==> config.mk <==
export PLATFORM = sky130hd
export DESIGN_NAME = peer_heartbeat_monitor_core
export DESIGN_NICKNAME = d
export VERILOG_FILES = /design/src/rtl/phm_pkg.sv /design/src/rtl/phm_peer_table.sv /design/src/rtl/phm_seq.sv /design/src/rtl/peer_heartbeat_monitor_core.sv
export SDC_FILE = /design/constraint.sdc
export NUM_CORES = 2
export LEC_CHECK = 0
export ABC_AREA = 1
export BUFFER_PORTS_ARGS = -buffer_cell sky130_fd_sc_hd__buf_2
export CORE_UTILIZATION = 40
export DETAILED_ROUTE_END_ITERATION = 8
export HOLD_SLACK_MARGIN = 0.08
export REMOVE_ABC_BUFFERS = 1
export SYNTH_ARGS = -nofsm -noshare
export SYNTH_HDL_FRONTEND = slang
export SYNTH_SLANG_ARGS = --single-unit
==> constraint.sdc <==
create_clock -name clock -period 7.4 [get_ports clock]
set_input_delay 0.37 -clock clock [delete_from_list [all_inputs] [get_ports clock]]
set_output_delay 0.37 -clock clock [all_outputs]
set_load 0.01 [all_outputs]
==> src/rtl/phm_pkg.sv <==
// Package for the peer heartbeat monitor: sizes, command codes, status
// codes, register indexes and the structs between the sequencer and table.
// No dependencies.
package phm_pkg;

   // Group size and derived widths
   localparam int MAX_PEERS = 32;
   localparam int IDX_W     = $clog2(MAX_PEERS);
   localparam int CNT_W     = 6;

   // Field widths
   localparam int CMD_W    = 2;
   localparam int RANK_W   = 8;
   localparam int MAGIC_W  = 32;
   localparam int STATUS_W = 2;
   localparam int LIMIT_W  = 6;
   localparam int TIME_W   = 32;
   localparam int TMO_W    = 31;
   localparam int OWN_W    = 5;
   localparam int CSR_IDX_W  = 2;
   localparam int CSR_DATA_W = 32;

   // Commands
   typedef enum logic [CMD_W-1:0] {
      CMD_TICK      = 2'd0,
      CMD_HEARTBEAT = 2'd1,
      CMD_CHECK     = 2'd2,
      CMD_LIST      = 2'd3
   } cmd_type;

   // Peer status codes (code 3 may be stored as reported)
   localparam logic [STATUS_W-1:0] ST_ALIVE   = 2'd0;
   localparam logic [STATUS_W-1:0] ST_SUSPECT = 2'd1;
   localparam logic [STATUS_W-1:0] ST_DEAD    = 2'd2;
   localparam logic [1:0]          MISS_LIMIT = 2'd3;

   // Register indexes
   localparam logic [CSR_IDX_W-1:0] CSR_PEER_COUNT     = 2'd0;
   localparam logic [CSR_IDX_W-1:0] CSR_OWN_RANK       = 2'd1;
   localparam logic [CSR_IDX_W-1:0] CSR_TIMEOUT_LIMIT  = 2'd2;
   localparam logic [CSR_IDX_W-1:0] CSR_EXPECTED_MAGIC = 2'd3;

   // Register reset values
   localparam logic [CNT_W-1:0]   RST_PEER_COUNT     = CNT_W'(MAX_PEERS);
   localparam logic [OWN_W-1:0]   RST_OWN_RANK       = '0;
   localparam logic [TMO_W-1:0]   RST_TIMEOUT_LIMIT  = 31'd5000;
   localparam logic [MAGIC_W-1:0] RST_EXPECTED_MAGIC = '0;

   // Sequencer states
   typedef enum logic [1:0] {
      SEQ_IDLE,
      SEQ_CHECK,
      SEQ_LIST,
      SEQ_LIST_END
   } seq_state_type;

   // Table command from the sequencer
   typedef struct packed {
      logic                hb_write;
      logic                age_write;
      logic [IDX_W-1:0]    index;
      logic [STATUS_W-1:0] status;
   } tbl_cmd_type;

   // Table status toward the sequencer
   typedef struct packed {
      logic stored_alive;
      logic aged_alive;
   } tbl_stat_type;

endpackage

==> src/rtl/phm_peer_table.sv <==
// Peer table of the heartbeat monitor: last-seen stamps, miss counts and
// status per peer, plus the shared age subtract and timeout compare unit.
// Depends on phm_pkg.
module phm_peer_table (
   input  logic                         clock,
   input  logic                         reset,
   input  phm_pkg::tbl_cmd_type         tbl_cmd,
   input  logic [phm_pkg::TIME_W-1:0]   now_count,
   input  logic [phm_pkg::TMO_W-1:0]    timeout_limit,
   output phm_pkg::tbl_stat_type        tbl_stat
);
   import phm_pkg::*;

   logic [TIME_W-1:0]   last_seen_ff [MAX_PEERS];
   logic [1:0]          miss_ff      [MAX_PEERS];
   logic [STATUS_W-1:0] status_ff    [MAX_PEERS];

   logic [TIME_W-1:0]   age;
   logic                expired;
   logic [1:0]          miss_in;
   logic [STATUS_W-1:0] status_in;

   // Shared unit: age of the addressed peer against the timeout.
   always_comb begin
      age     = now_count - last_seen_ff[tbl_cmd.index];
      expired = age > {1'b0, timeout_limit};
      if (!expired) begin
         miss_in   = miss_ff[tbl_cmd.index];
         status_in = ST_ALIVE;
      end else begin
         miss_in   = (miss_ff[tbl_cmd.index] == MISS_LIMIT) ? MISS_LIMIT
                     : miss_ff[tbl_cmd.index] + 2'd1;
         status_in = (miss_in == MISS_LIMIT) ? ST_DEAD : ST_SUSPECT;
      end
   end

   assign tbl_stat.aged_alive   = !expired;
   assign tbl_stat.stored_alive = (status_ff[tbl_cmd.index] == ST_ALIVE);

   // Entry updates: a heartbeat stamps the peer, a check ages it.
   always_ff @(posedge clock) begin
      if (reset) begin
         for (int i = 0; i < MAX_PEERS; i++) begin
            last_seen_ff[i] <= '0;
            miss_ff[i]      <= '0;
            status_ff[i]    <= ST_ALIVE;
         end
      end else if (tbl_cmd.hb_write) begin
         last_seen_ff[tbl_cmd.index] <= now_count;
         miss_ff[tbl_cmd.index]      <= '0;
         status_ff[tbl_cmd.index]    <= tbl_cmd.status;
      end else if (tbl_cmd.age_write) begin
         miss_ff[tbl_cmd.index]   <= miss_in;
         status_ff[tbl_cmd.index] <= status_in;
      end
   end

endmodule

==> src/rtl/phm_seq.sv <==
// Command sequencer of the heartbeat monitor: accepts commands, walks the
// peer table one entry a cycle for check and list, and drives result beats.
// Depends on phm_pkg.
module phm_seq (
   input  logic                           clock,
   input  logic                           reset,
   input  logic                           start,
   output logic                           busy,
   input  logic [phm_pkg::CMD_W-1:0]      req_cmd,
   input  logic [phm_pkg::RANK_W-1:0]     req_sender_rank,
   input  logic [phm_pkg::MAGIC_W-1:0]    req_msg_magic,
   input  logic [phm_pkg::STATUS_W-1:0]   req_reported_status,
   input  logic [phm_pkg::LIMIT_W-1:0]    req_list_limit,
   input  logic [phm_pkg::CNT_W-1:0]      group_size,
   input  logic [phm_pkg::OWN_W-1:0]      own_rank,
   input  logic [phm_pkg::MAGIC_W-1:0]    expected_magic,
   output phm_pkg::tbl_cmd_type           tbl_cmd,
   input  phm_pkg::tbl_stat_type          tbl_stat,
   output logic                           rsp_strobe,
   output logic                           rsp_magic_error,
   output logic [phm_pkg::CNT_W-1:0]      rsp_alive_count,
   output logic [phm_pkg::OWN_W-1:0]      rsp_alive_rank,
   output logic                           rsp_rank_valid,
   output logic                           rsp_last
);
   import phm_pkg::*;

   seq_state_type state_ff, state_in;

   logic [IDX_W-1:0]   index_ff, index_in;
   logic [CNT_W-1:0]   tally_ff, tally_in;
   logic [LIMIT_W-1:0] limit_ff, limit_in;
   logic               pend_valid_ff, pend_valid_in;
   logic [OWN_W-1:0]   pend_rank_ff, pend_rank_in;

   logic               strobe_ff, strobe_in;
   logic               merr_ff, merr_in;
   logic [CNT_W-1:0]   count_ff, count_in;
   logic [OWN_W-1:0]   rank_ff, rank_in;
   logic               valid_ff, valid_in;
   logic               last_ff, last_in;

   logic               accept;
   logic               at_end;
   logic               is_own;
   logic [CNT_W-1:0]   check_tally;
   logic [CNT_W-1:0]   list_tally;
   logic               list_done;
   logic               magic_ok;
   logic               sender_in_group;

   // Shared conditions of the walk
   assign accept          = start && (state_ff == SEQ_IDLE);
   assign at_end          = ({1'b0, index_ff} == (group_size - CNT_W'(1)));
   assign is_own          = (OWN_W'(index_ff) == own_rank);
   assign check_tally     = tally_ff +
                            CNT_W'(is_own || tbl_stat.aged_alive);
   assign list_tally      = tally_ff + CNT_W'(tbl_stat.stored_alive);
   assign list_done       = at_end || (list_tally == CNT_W'(limit_ff));
   assign magic_ok        = (req_msg_magic == expected_magic);
   assign sender_in_group = (req_sender_rank < RANK_W'(group_size));

   // Next state
   always_comb begin
      state_in = state_ff;
      unique case (state_ff)
         SEQ_IDLE: begin
            if (accept && req_cmd == CMD_CHECK) begin
               state_in = SEQ_CHECK;
            end else if (accept && req_cmd == CMD_LIST && req_list_limit != '0) begin
               state_in = SEQ_LIST;
            end
         end
         SEQ_CHECK: begin
            if (at_end) begin
               state_in = SEQ_IDLE;
            end
         end
         SEQ_LIST: begin
            if (list_done) begin
               state_in = SEQ_LIST_END;
            end
         end
         SEQ_LIST_END: begin
            state_in = SEQ_IDLE;
         end
         default: begin
            state_in = SEQ_IDLE;
         end
      endcase
   end

   // Table commands, walk counters and result beats
   always_comb begin
      tbl_cmd.hb_write  = 1'b0;
      tbl_cmd.age_write = 1'b0;
      tbl_cmd.index     = index_ff;
      tbl_cmd.status    = req_reported_status;
      index_in          = index_ff;
      tally_in          = tally_ff;
      limit_in          = limit_ff;
      pend_valid_in     = pend_valid_ff;
      pend_rank_in      = pend_rank_ff;
      strobe_in         = 1'b0;
      merr_in           = 1'b0;
      count_in          = '0;
      rank_in           = '0;
      valid_in          = 1'b0;
      last_in           = 1'b0;
      unique case (state_ff)
         SEQ_IDLE: begin
            index_in      = '0;
            tally_in      = '0;
            limit_in      = req_list_limit;
            pend_valid_in = 1'b0;
            tbl_cmd.index = req_sender_rank[IDX_W-1:0];
            if (accept && req_cmd == CMD_HEARTBEAT) begin
               tbl_cmd.hb_write = magic_ok && sender_in_group;
               strobe_in        = 1'b1;
               merr_in          = !magic_ok;
               last_in          = 1'b1;
            end else if (accept && req_cmd == CMD_LIST && req_list_limit == '0) begin
               strobe_in = 1'b1;
               last_in   = 1'b1;
            end
         end
         SEQ_CHECK: begin
            tbl_cmd.age_write = !is_own;
            tally_in          = check_tally;
            index_in          = index_ff + IDX_W'(1);
            if (at_end) begin
               strobe_in = 1'b1;
               count_in  = check_tally;
               last_in   = 1'b1;
            end
         end
         SEQ_LIST: begin
            tally_in = list_tally;
            index_in = index_ff + IDX_W'(1);
            if (tbl_stat.stored_alive) begin
               // A newer hit shows the held one is not the final beat.
               strobe_in     = pend_valid_ff;
               rank_in       = pend_rank_ff;
               valid_in      = pend_valid_ff;
               pend_valid_in = 1'b1;
               pend_rank_in  = OWN_W'(index_ff);
            end
         end
         SEQ_LIST_END: begin
            strobe_in = 1'b1;
            rank_in   = pend_valid_ff ? pend_rank_ff : '0;
            valid_in  = pend_valid_ff;
            last_in   = 1'b1;
         end
         default: begin
            strobe_in = 1'b0;
         end
      endcase
   end

   // Registers
   always_ff @(posedge clock) begin
      if (reset) begin
         state_ff      <= SEQ_IDLE;
         strobe_ff     <= 1'b0;
         pend_valid_ff <= 1'b0;
      end else begin
         state_ff      <= state_in;
         strobe_ff     <= strobe_in;
         pend_valid_ff <= pend_valid_in;
      end
   end

   always_ff @(posedge clock) begin
      index_ff     <= index_in;
      tally_ff     <= tally_in;
      limit_ff     <= limit_in;
      pend_rank_ff <= pend_rank_in;
      merr_ff      <= merr_in;
      count_ff     <= count_in;
      rank_ff      <= rank_in;
      valid_ff     <= valid_in;
      last_ff      <= last_in;
   end

   assign busy            = (state_ff != SEQ_IDLE);
   assign rsp_strobe      = strobe_ff;
   assign rsp_magic_error = merr_ff;
   assign rsp_alive_count = count_ff;
   assign rsp_alive_rank  = rank_ff;
   assign rsp_rank_valid  = valid_ff;
   assign rsp_last        = last_ff;

   // A tick never produces a beat.
   a_tick_silent: assert property (@(posedge clock) disable iff (reset)
      accept && req_cmd == CMD_TICK |=> !rsp_strobe)
      else $error("tick produced a result beat");

   // A heartbeat answers with a single final beat on the next cycle.
   a_hb_beat: assert property (@(posedge clock) disable iff (reset)
      accept && req_cmd == CMD_HEARTBEAT |=> rsp_strobe && rsp_last)
      else $error("heartbeat result missing");

   // Only list beats carry a rank, and they carry no count.
   a_rank_no_count: assert property (@(posedge clock) disable iff (reset)
      rsp_strobe && rsp_rank_valid |-> rsp_alive_count == '0 && !rsp_magic_error)
      else $error("list beat carries a count or error");

   // Beats without a rank are always the final beat of their command.
   a_empty_last: assert property (@(posedge clock) disable iff (reset)
      rsp_strobe && !rsp_rank_valid |-> rsp_last)
      else $error("rankless beat not final");

endmodule

==> src/rtl/peer_heartbeat_monitor_core.sv <==
// Top level of the peer heartbeat monitor: configuration registers, the
// millisecond counter, the command sequencer and the peer table.
// Depends on phm_pkg, phm_peer_table and phm_seq.
//
// Usage: a command is taken on a clock edge with start high and busy low.
// Commands are tick (advance the ms counter), heartbeat (record a peer),
// check (age all peers but the own rank, report the alive count) and list (report alive
// ranks in ascending order, up to req_list_limit).
// Results leave as beats on the rsp_ ports, each valid for the one cycle in
// which rsp_strobe is high; the receiver cannot stall, so beats are never
// held. rsp_last marks the final beat of a command.
// Timing: a tick gives no beat. A heartbeat's beat follows on the next
// cycle. A check visits one peer entry a cycle through the shared age
// compare unit, over every peer of the group; its beat follows the last
// visit. A list visits one entry a cycle until the group ends or the limit
// is reached, then gives the final beat from the SEQ_LIST_END state; a zero
// limit answers from idle without a walk. busy is high while a walk runs.
// Reset is synchronous: registers return to their defaults, every peer is
// alive with zero stamps and misses, and the block is ready at once.
// Configuration writes through the csr_ port take effect on the next edge.
module peer_heartbeat_monitor_core (
   input  logic                            clock,
   input  logic                            reset,
   input  logic                            start,
   output logic                            busy,
   input  logic [phm_pkg::CMD_W-1:0]       req_cmd,
   input  logic [phm_pkg::RANK_W-1:0]      req_sender_rank,
   input  logic [phm_pkg::MAGIC_W-1:0]     req_msg_magic,
   input  logic [phm_pkg::STATUS_W-1:0]    req_reported_status,
   input  logic [phm_pkg::LIMIT_W-1:0]     req_list_limit,
   output logic                            rsp_strobe,
   output logic                            rsp_magic_error,
   output logic [phm_pkg::CNT_W-1:0]       rsp_alive_count,
   output logic [phm_pkg::OWN_W-1:0]       rsp_alive_rank,
   output logic                            rsp_rank_valid,
   output logic                            rsp_last,
   input  logic                            csr_write_enable,
   input  logic [phm_pkg::CSR_IDX_W-1:0]   csr_index,
   input  logic [phm_pkg::CSR_DATA_W-1:0]  csr_write_data
);
   import phm_pkg::*;

   logic [CNT_W-1:0]   peer_count_ff;
   logic [OWN_W-1:0]   own_rank_ff;
   logic [TMO_W-1:0]   timeout_ff;
   logic [MAGIC_W-1:0] magic_ff;
   logic [TIME_W-1:0]  now_ff, now_in;
   logic [CNT_W-1:0]   group_size;
   tbl_cmd_type        tbl_cmd;
   tbl_stat_type       tbl_stat;

   // Configuration registers
   always_ff @(posedge clock) begin
      if (reset) begin
         peer_count_ff <= RST_PEER_COUNT;
         own_rank_ff   <= RST_OWN_RANK;
         timeout_ff    <= RST_TIMEOUT_LIMIT;
         magic_ff      <= RST_EXPECTED_MAGIC;
      end else if (csr_write_enable) begin
         unique case (csr_index)
            CSR_PEER_COUNT:     peer_count_ff <= csr_write_data[CNT_W-1:0];
            CSR_OWN_RANK:       own_rank_ff   <= csr_write_data[OWN_W-1:0];
            CSR_TIMEOUT_LIMIT:  timeout_ff    <= csr_write_data[TMO_W-1:0];
            CSR_EXPECTED_MAGIC: magic_ff      <= csr_write_data[MAGIC_W-1:0];
            default:            peer_count_ff <= peer_count_ff;
         endcase
      end
   end

   // Effective group size: zero acts as one, large values clamp.
   always_comb begin
      priority if (peer_count_ff == '0) begin
         group_size = CNT_W'(1);
      end else if (peer_count_ff > CNT_W'(MAX_PEERS)) begin
         group_size = CNT_W'(MAX_PEERS);
      end else begin
         group_size = peer_count_ff;
      end
   end

   // Millisecond counter, wraps freely.
   assign now_in = (start && !busy && req_cmd == CMD_TICK) ? now_ff + TIME_W'(1) : now_ff;

   always_ff @(posedge clock) begin
      if (reset) begin
         now_ff <= '0;
      end else begin
         now_ff <= now_in;
      end
   end

   phm_seq u_seq (
      .clock               (clock),
      .reset               (reset),
      .start               (start),
      .busy                (busy),
      .req_cmd             (req_cmd),
      .req_sender_rank     (req_sender_rank),
      .req_msg_magic       (req_msg_magic),
      .req_reported_status (req_reported_status),
      .req_list_limit      (req_list_limit),
      .group_size          (group_size),
      .own_rank            (own_rank_ff),
      .expected_magic      (magic_ff),
      .tbl_cmd             (tbl_cmd),
      .tbl_stat            (tbl_stat),
      .rsp_strobe          (rsp_strobe),
      .rsp_magic_error     (rsp_magic_error),
      .rsp_alive_count     (rsp_alive_count),
      .rsp_alive_rank      (rsp_alive_rank),
      .rsp_rank_valid      (rsp_rank_valid),
      .rsp_last            (rsp_last)
   );

   phm_peer_table u_table (
      .clock         (clock),
      .reset         (reset),
      .tbl_cmd       (tbl_cmd),
      .now_count     (now_ff),
      .timeout_limit (timeout_ff),
      .tbl_stat      (tbl_stat)
   );

endmodule
==> results.ini <==
[timing]
timing.hold.ws_ns=0.154
worst_pin_slew_ns=1.29
worst_clock_skew_ns=0.0268
rsz0062_at_grt=no
hold_viol=0
finalSetupTns_ns=0
setup_viol=0
period_minus_slack_ns=6.92
fmaxAchievable_mhz=145
slew_violations=0
max_slew_margin_pct=14.0
period_share_pct=93.5

[min_path]
hp-class=in -> reg

[grt]
antenna_found_initial=6
grt_pass1_wl_mm=269
grt_max_degree=84
grt-ovfl-total=0
grtUsageTotal_pct=25.4
grt_pass1_vias=41000

[pwr]
p_comb_share_pct=23.9
vdd_drop_max_mv=0.264
internal_power_mw=13.8
leakage_nw=22.9
pwr-share-seq_pct=41.9
switching_share_pct=30.9
clockPowerShare_pct=34.2
p_switching_mw=6.19
powerDensity_nw_per_um2=304

[route]
drc_errors=0
postRouteAntennaNets=0
num_vias=42800
wl_mm=187
wl_per_cell_um=25.3
drt_iter0_drc=6002
dr.pass1.iters=6
via_per_inst=5.80

[synthesis]
yosysMostFrequentCell=nor2_1
synth_area_um2=56800
ys_ff_latch=1298
synth_edf_count=1174
syn_inst=5208
synth_top_cell_by_area=edfxtp_1
yosys_warnings=0
synth_ff_type=edfxtp_1
synthArstFlopShare_pct=0
ys_top_cells_by_area=edfxtp_1, nor2_1, dfxtp_1
ys_seq_area_share_pct=66.5
synth_top_cell_area_share_pct=62.1
yosysUniqueCellTypes=54
synthTopCellsByCount=nor2_1, edfxtp_1, nand2_1, clkbuf_1, o22ai_1
synth.avg_cell_area_um2=10.9

[die]
die_w_um=379
core_um2=140000
start_util_pct=40.5
die_h_um=379
fp-row-count=137
ioPinCount=104
dieArea_um2=143000

[worst_setup_path]
cpPeakStageDelay_ns=0.42
path_max_fanout=13
path_common_cell=nand2_1
path_class=reg -> reg
r2r_slack_ns=0.48
arrival_ns=7.44
crit_path_start_kind=register
critPathRequiredTime_ns=7.93
worstSetupEndpointType=register
slowest_stage=ha_1

[clock_network]
worstSkewPairLatency_ns=0.79
path_clk_slew_ns=0.06
h-tree-depth=4
cts-root-buf=clkbuf_16
cts_made_buffers=139
cts_buffer_depth=3
clock_sinks=1298
cts_tree=yes

[placement]
dp_hpwl_mm=112
gp_congestion=0.885
placed_cells=7064
portBuffers=103

[layout]
multi_input_area_um2=16800
areaGrowthSynthToFinish_pct=15.9
nFillCells=12700
fin_nets=5560
register_area_um2=37700
final_cells=7380
drive_above_1_share_pct=12.3

[status]
status=completed

[job]
drv_cap=0

[metrics by stage]
stage	power, mW	cell area, um2	setup WS [ns]	util [%]
6_report	20.0	65800	0.482	46.9
5_1_grt	20.7	65800	0.00232	46.9
4_1_cts	19.8	65500	0.0804	46.7
3_5_place_dp	13.0	60600	-0.201	43.2
3_3_place_gp	13.0	60600	-0.374	43.2
2_1_floorplan	10.9	55200	-2.88	-
[cells in the final DEF, fill, tap and decap left out, drive strengths merged, types with 10 or more instances in the layout]
cell,instances
nand3,53
nand4,58
a22oi,96
a21oi,248
xnor2,39
dfxtp,124
edfxtp,1174
buf,390
inv,248
nor4,16
clkbuf,177
a221oi,10
xor2,36
a2111o,16
o22a,50
clkinv,75
nand2,503
nor3,41
o31a,16
o21ai,306
o221ai,50
o22ai,318
dlygate4sd3,46
ha,80
or2,19
nor2,1251
[power by group through the flow]
stage	clock, mW	combinational (mW)	sequential (mW)
floorplan	0	2.42	8.52
global placement	0	4.47	8.53
detailed placement	0	4.49	8.54
CTS	6.90	4.54	8.39
global route	7.18	5.08	8.41
finish	6.86	4.79	8.39
[cell families (layout without fill, tap and decap cells)]
| kind of cell | Yosys count | after routing | synth area share [%] |
|---|---|---|---|
| compound gates | 1152 | 1152 | 12.5 |
| xor+xnor | 75 | 75 | 1.16 |
| fa+ha+maj | 81 | 81 | 1.80 |
| buf+inv | 653 | 947 | 4.46 |
| flops | 1298 | 1298 | 66.5 |
| other cells | 0 | 2 | 0 |
| simple gates | 1949 | 1949 | 13.6 |
[registers in the layout, indices dropped and copies added (netlist names), 6 cells and up]
register and flops:
magic_ff 32, now_ff 32, peer_count_ff 6, timeout_ff 31
u_seq.limit_ff 6, u_seq.rsp_alive_count 6, u_seq.tally_ff 6, u_table.last_seen_ff 1024
u_table.miss_ff 64, u_table.status_ff 64
[routing by layer]
| layer | routed length [um] | GRT usage [%] | vias to the layer above |
|---|---|---|---|
| li1 | - | - | 18900 |
| met1 | 73900 | 34.0 | 21000 |
| met2 | 86100 | 40.6 | 2524 |
| met3 | 20100 | 4.81 | 368 |
| met4 | 6790 | 9.82 | 6 |
| met5 | 61 | 0 | - |
[cell type report]
cell class / count / area share (%)
well taps: 1876 / 3.57
repair inverters: 3 / 0.0399
multi-input cells: 3257 / 25.5
flip-flops and latches: 1298 / 57.3
clock buffers: 176 / 5.66
repair buffers: 437 / 5.35
inverters: 255 / 1.50
clock inverters: 76 / 1.05
diodes: 2 / 0.00761
[repair_timing]
action                                  in CTS  in global routing
buffers inserted                             0                 12
cloned                                       0                  4
gates resized for setup                      4                 40
endpoints found under the setup margin      11                140
pin swaps                                    0                 12
hold buffers                                46                  0
hold endpoints to repair                    89                  0
[worst max-delay path: cells and delay by family, from the launching register on]
kind / cells / cell delay [ns]
AND/OR/NAND/NOR: 23 / 1.98
AO/OA/AOI/OAI: 8 / 1.38
adder cells (fa/ha/maj): 5 / 1.32
buffers and inverters: 9 / 1.31
XOR/XNOR: 2 / 0.33
flip-flops: 1 / 0.31
[worst paths after layout]
path | depth (start not counted) | to | from
max | 47 | u_seq.tally_ff[2]$_DFFE_PP_ | u_seq.state_ff[1]$_SDFFE_PP0P_
min | 3 | now_ff[1]$_SDFFE_PP0P_ | start
max reg2reg | 47 | u_seq.tally_ff[2]$_DFFE_PP_ | u_seq.state_ff[1]$_SDFFE_PP0P_
min reg2reg | 2 | magic_ff[19]$_SDFFE_PP0P_ | magic_ff[19]$_SDFFE_PP0P_
(Power assumes the default switching activity.)
